File: config.mk
export PLATFORM = sky130hd
export DESIGN_NAME = sdrt_cell
export DESIGN_NICKNAME = d
export VERILOG_FILES = /design/src/sdrt_pkg.sv /design/src/sdrt_cell.sv
export SDC_FILE = /design/constraint.sdc
export NUM_CORES = 1
export LEC_CHECK = 0
export BUFFER_PORTS_ARGS = -buffer_cell sky130_fd_sc_hd__buf_2
export CAP_MARGIN = 20
export CORE_AREA = 2 2 468 470
export DETAILED_ROUTE_END_ITERATION = 7
export DIE_AREA = 0 0 470 472
export SYNTH_ARGS = -nofsm -noshare
export SYNTH_HDL_FRONTEND = slang
export SYNTH_SLANG_ARGS = --single-unit
File: constraint.sdc
create_clock -name clk -period 12.3 [get_ports clk]
set_input_delay 1.23 -clock clk [delete_from_list [all_inputs] [get_ports clk]]
set_output_delay 1.23 -clock clk [all_outputs]
set_load 0.05 [all_outputs]
File: src/sdrt_pkg.sv
// Package for the sorted deny-rule table: slot record, codes and sizes.
// Used by sdrt_cell and sorted_deny_rule_table; no dependencies.
`default_nettype none
package sdrt_pkg;
    localparam int TABLE_DEPTH = 16;
    localparam int CNT_W = $clog2(TABLE_DEPTH + 1);

    typedef enum logic [1:0] {
        OP_INSERT = 2'd0,
        OP_REVOKE = 2'd1,
        OP_QUERY  = 2'd2,
        OP_NONE   = 2'd3
    } op_t;

    localparam logic [2:0] ST_OK        = 3'd0;
    localparam logic [2:0] ST_ZERO_ID   = 3'd1;
    localparam logic [2:0] ST_FULL      = 3'd2;
    localparam logic [2:0] ST_DUPLICATE = 3'd3;
    localparam logic [2:0] ST_NOT_FOUND = 3'd4;

    typedef struct packed {
        logic [63:0] id;
        logic [63:0] institution;
        logic [63:0] target;
        logic [31:0] kind_mask;
        logic        deny;
        logic [63:0] expiry;
        logic [63:0] provenance;
        logic        revoked;
    } slot_t;

    // Per-cell match flags from the compare cycle.
    typedef struct packed {
        logic live;
        logic hit;
        logic above;
        logic deny_match;
    } flags_t;

    // Command from the controller to every cell.
    typedef struct packed {
        logic  compare;
        logic  insert;
        logic  revoke;
        slot_t new_slot;
        logic [63:0] agent;
        logic [4:0]  kind;
        logic [63:0] now;
    } cmd_t;
endpackage
`default_nettype wire

File: src/sdrt_cell.sv
// One slot of the sorted rule table: holds a rule, compares it to the
// broadcast key and shifts to its upper neighbor on insert. Uses sdrt_pkg.
`default_nettype none
module sdrt_cell (
    input  wire logic           clk,
    input  wire logic           rst_n,
    input  wire sdrt_pkg::cmd_t cmd,
    input  wire logic           live,
    input  wire logic           prev_above,
    input  wire sdrt_pkg::slot_t prev_slot,
    output sdrt_pkg::slot_t      slot,
    output sdrt_pkg::flags_t     flags
);
    sdrt_pkg::slot_t  slot_reg;
    sdrt_pkg::flags_t flags_reg;
    sdrt_pkg::flags_t flags_next;
    logic             applies;

    // empty slots count as above the key so the first one takes the new rule
    always_comb
    begin
        applies = !slot_reg.revoked
            && !(slot_reg.expiry != 64'd0 && slot_reg.expiry <= cmd.now)
            && !(slot_reg.target != 64'd0 && slot_reg.target != cmd.agent)
            && slot_reg.kind_mask[cmd.kind];
        flags_next.live = live;
        flags_next.hit = live && slot_reg.id == cmd.new_slot.id;
        flags_next.above = !live || slot_reg.id > cmd.new_slot.id;
        flags_next.deny_match = live && applies && slot_reg.deny;
    end

    always_ff @(posedge clk or negedge rst_n)
    begin
        if (!rst_n)
        begin
            flags_reg <= '0;
        end
        else if (cmd.compare)
        begin
            flags_reg <= flags_next;
        end
    end

    always_ff @(posedge clk)
    begin
        if (cmd.insert && flags_reg.above)
        begin
            slot_reg <= prev_above ? prev_slot : cmd.new_slot;
        end
        else if (cmd.revoke && flags_reg.hit)
        begin
            slot_reg.revoked <= 1'b1;
        end
    end

    assign slot = slot_reg;
    assign flags = flags_reg;
endmodule
`default_nettype wire

### Word-level counts from Yosys, hierarchy flattened

Index checks and enable logic that the tools add are counted.

* output and inout port bits: 358
* register bits: 358
* logic and storage cells: 40
* input bits: 848

* equality and inequality tests: 2
* mux-type cells: 5
* order comparisons: 3
* reduce and logical (&&, ||, !) cells: 18

Operators by type and width (count)
* $mux 354: 1
* $reduce_bool 64->1: 2
* $eq 64x64->1: 1
* $gt 64x64->1: 1
* $le 64x64->1: 1
* $ne 64x64->1: 1
* $logic_and 1x1->1: 10
* $lt 5x6->1 const B: 1
* $bmux 1 s5: 1
* $logic_not 1->1: 4
* $mux 1: 3
* $reduce_bool 2->1: 1
* $logic_or 1x1->1: 1

### Depth between registers and ports, before layout

* word-level depth: 8
* depth in mapped cells: 9
* gate-level depth less buffers: 9

### Least setup slack after synthesis

Ideal clock, no wire load.

* path type: input-to-reg
* start point: in cmd[488] (netlist name)
* end point: reg slot_reg (netlist bit slot[100]), enable pin
* arrival time: 9156 ps
* stages: 1
* path slack: 2383 ps
* path through: and2_1

* cells in the longest elaborated chain, start to end: 1

RTL lines
* start: declaration: RTL line sdrt_cell.sv:7 `input wire sdrt_pkg::cmd_t cmd,`
* $logic_and 1x1->1: RTL line sdrt_cell.sv:46 `if (cmd.insert && flags_reg.above)`
* end signal: assignment: RTL line sdrt_cell.sv:48 `slot_reg <= prev_above ? prev_slot : cmd.new_slot;`
* end: declaration: RTL line sdrt_cell.sv:14 `sdrt_pkg::slot_t slot_reg;`

Every way passes these cells.
A chain may end at the register's enable or synchronous reset.

### Final worst setup path

* start point: in cmd[488] (netlist name)
* end point: reg slot_reg (netlist bit slot[97]), enable pin

Same word-level chain as after synthesis.

==> results.cfg <==
[synthesis]
synth_most_common_cell = edfxtp_1
synth_top_flop_cell = edfxtp_1
seq_area_frac_synth_pct = 55.68
synthTopCellsByCount = 354 x edfxtp_1, 291 x mux2_2, 134 x inv_1, 128 x ha_1, 96 x nand2_1
syn_area_per_cell_um2 = 13.33
yosysTopAreaCell = edfxtp_1
syn-num-nets = 2422
synth_edf_count = 354
syn-cell-area_um2 = 19270
ys_types = 43
ys_top_cells_by_area = edfxtp_1 55%, mux2_2 17%, ha_1 8.3%
yosys_warnings = 0
synth_seq_cells = 358
syn_inst = 1446
synth_top_area_share_pct = 55.16
synthArstFlopShare_pct = 1.117

[clock_tree]
cts_setup_buffers = 0
postCtsHoldBufs = 0
htreeDepth = 2
numCtsBuffers = 51
cts_resized = 0
clock-sinks = 358
clk_pin_slew_ns = 0.07
cts_tree = yes
cts_buffer_depth = 3
clkLatencyLatePin_ns = 0.70
clockRootBuffer = clkbuf_16

[final_layout]
areaGrowthSynthToFinish_pct = 59.62
drive_gt1_share_pct = 59.15
ff_latch_area_um2 = 10730
final_nets = 3649
fin_cells = 5638
largest_reg_flops = 354
fill_cells = 24460
utilization_pct = 14.21
multi_input_area_um2 = 7888
design_area_um2 = 30760

[worst_hold_path]
hold_path.class = primary input to asynchronous set/reset pin

[route]
via_per_inst = 3.380
wl_per_cell_um = 34.49
ant_nets = 0
drt_iter0_drc = 1243
drt_first_pass_iters = 8
drc = 0
routed_wl_mm = 194.5
vias = 19060

[place]
dp_slack_ns = 7.727
gp_congestion = 0.9796
post_dp_cell_area_um2 = 28860
dp.cells = 5474
hpwlAfterDp_mm = 176.8
numPortBuffers = 1205

[run]
maxCapViolations = 0

[timing]
finalWorstSetupSlack_ns = 8.520
finClkSkew_ns = 0.02284
finalSetupViolations = 0
layout_min_cycle_time_ns = 3.780
relSlewSlack_pct = 26.36
fmax_mhz = 264.5
fin_crit_sh_pct = 30.73
rsz0062_at_grt = no
slew_viol_final = 0
worst_pin_slew_ns = 1.095
setup_tns_ns = 0
hold_viol_final = 0
holdWs_ns = 0.4414

[floorplanning]
core_area_um2 = 216500
dieWidth_um = 470
die-area_um2 = 221800
start_util_pct = 8.901
ioPinCount = 1206
die_h_um = 472
row_count = 171

[setup_path]
worst_ep_arrival_time_ns = 4.08
crit_type = primary input to register
worstPathMaxFanout = 51
cp_data_required_time_ns = 12.60
crit_path_end_kind = register
start_kind = primary input

[power]
power.total_mw = 4.277
cellLeakagePower_nw = 12.93
ir_worst_vdd_mv = 0.1078
powerDensity_nw_per_um2 = 139.0

[outcome]
outcome = finished clean

[global_routing]
grt_first_pass_wirelength_mm = 233.4
grt_antenna_before_repair = 240
grt_pass1_vias = 18770
grt_overflow_total = 0
grt_max_degree = 98
grtUsageTotal_pct = 16.88
==> placed cells by master, fill, tap and decap left out, types with 8 or more instances in the layout <==
cell | synthesis | routed
mux2_2 | 291 | 291
nand2_1 | 96 | 96
a21oi_1 | 42 | 42
mux4_2 | 8 | 8
diode_2 | 0 | 74
ha_1 | 128 | 128
nor3_1 | 10 | 10
buf_2 | 1 | 1205
clkbuf_16 | 0 | 52
buf_4 | 1 | 16
nand4_1 | 38 | 38
nor4_1 | 57 | 52
clkbuf_1 | 44 | 8
nor2_1 | 13 | 13
inv_1 | 134 | 134
xor2_1 | 64 | 64
edfxtp_1 | 354 | 354
nand3_1 | 17 | 17
o21ai_0 | 83 | 82
==> cell families (layout without fill, tap and decap cells) <==
group | after synthesis | count (layout) | synth area share [%]
other | 0 | 74 | 0
XOR/XNOR | 64 | 64 | 2.909
adder cells (fa/ha/maj) | 128 | 128 | 8.310
flip-flops | 358 | 358 | 55.68
AO/OA/AOI/OAI | 167 | 167 | 4.986
multiplexers | 302 | 302 | 18.09
buffers and inverters | 182 | 1446 | 3.571
AND/OR/NAND/NOR | 245 | 245 | 6.453
==> area by class of cell <==
| cell class | instances | area share [%] |
|---|---|---|
| Clock buffer | 60 | 4.328 |
| Multi-Input combinational cell | 906 | 25.64 |
| Clock inverter | 30 | 1.261 |
| Timing Repair Buffer | 1222 | 20.04 |
| Tap cell | 2854 | 11.61 |
| Inverter | 134 | 1.635 |
| Antenna cell | 74 | 0.6020 |
| Sequential cell | 358 | 34.88 |
==> power breakdown <==
part	internal [mW]	leakage [nW]	switching (mW)
logic	0.307	8.66	0.785
clock network	0.906	0.827	0.679
registers	1.48	3.44	0.122
==> per-layer routing <==
layer  vias to the layer above  GRT usage [%]  share of wire, %
met5                         -         0.5191              0.42
li1                       8042              -                 -
met4                       128          5.542               4.0
met3                       450          10.20                14
met1                      9095          18.00                36
met2                      1344          27.43                45
==> worst paths after layout <==
path                       slack [ns]                   end                 start  cells after the start
max reg2reg                      8.58    slot[97]$_DFFE_PP_  flags[1]$_DFFE_PN0P_                      4
min in group clk                 0.54  flags[3]$_DFFE_PN0P_  flags[3]$_DFFE_PN0P_                      2
min reg2reg                      0.54  flags[3]$_DFFE_PN0P_  flags[3]$_DFFE_PN0P_                      2
max                              8.52    slot[97]$_DFFE_PP_              cmd[488]                      5
max in group asynchronous       11.61  flags[2]$_DFFE_PN0P_                 rst_n                      1
min                              0.44  flags[0]$_DFFE_PN0P_                 rst_n                      1
==> critical path: stages <==
cell and delay [ns]:
buf_2 0.08, and2_4 0.50, buf_4 0.65, buf_4 0.72, buf_4 0.68
Power figures use the tool's default switching activity.
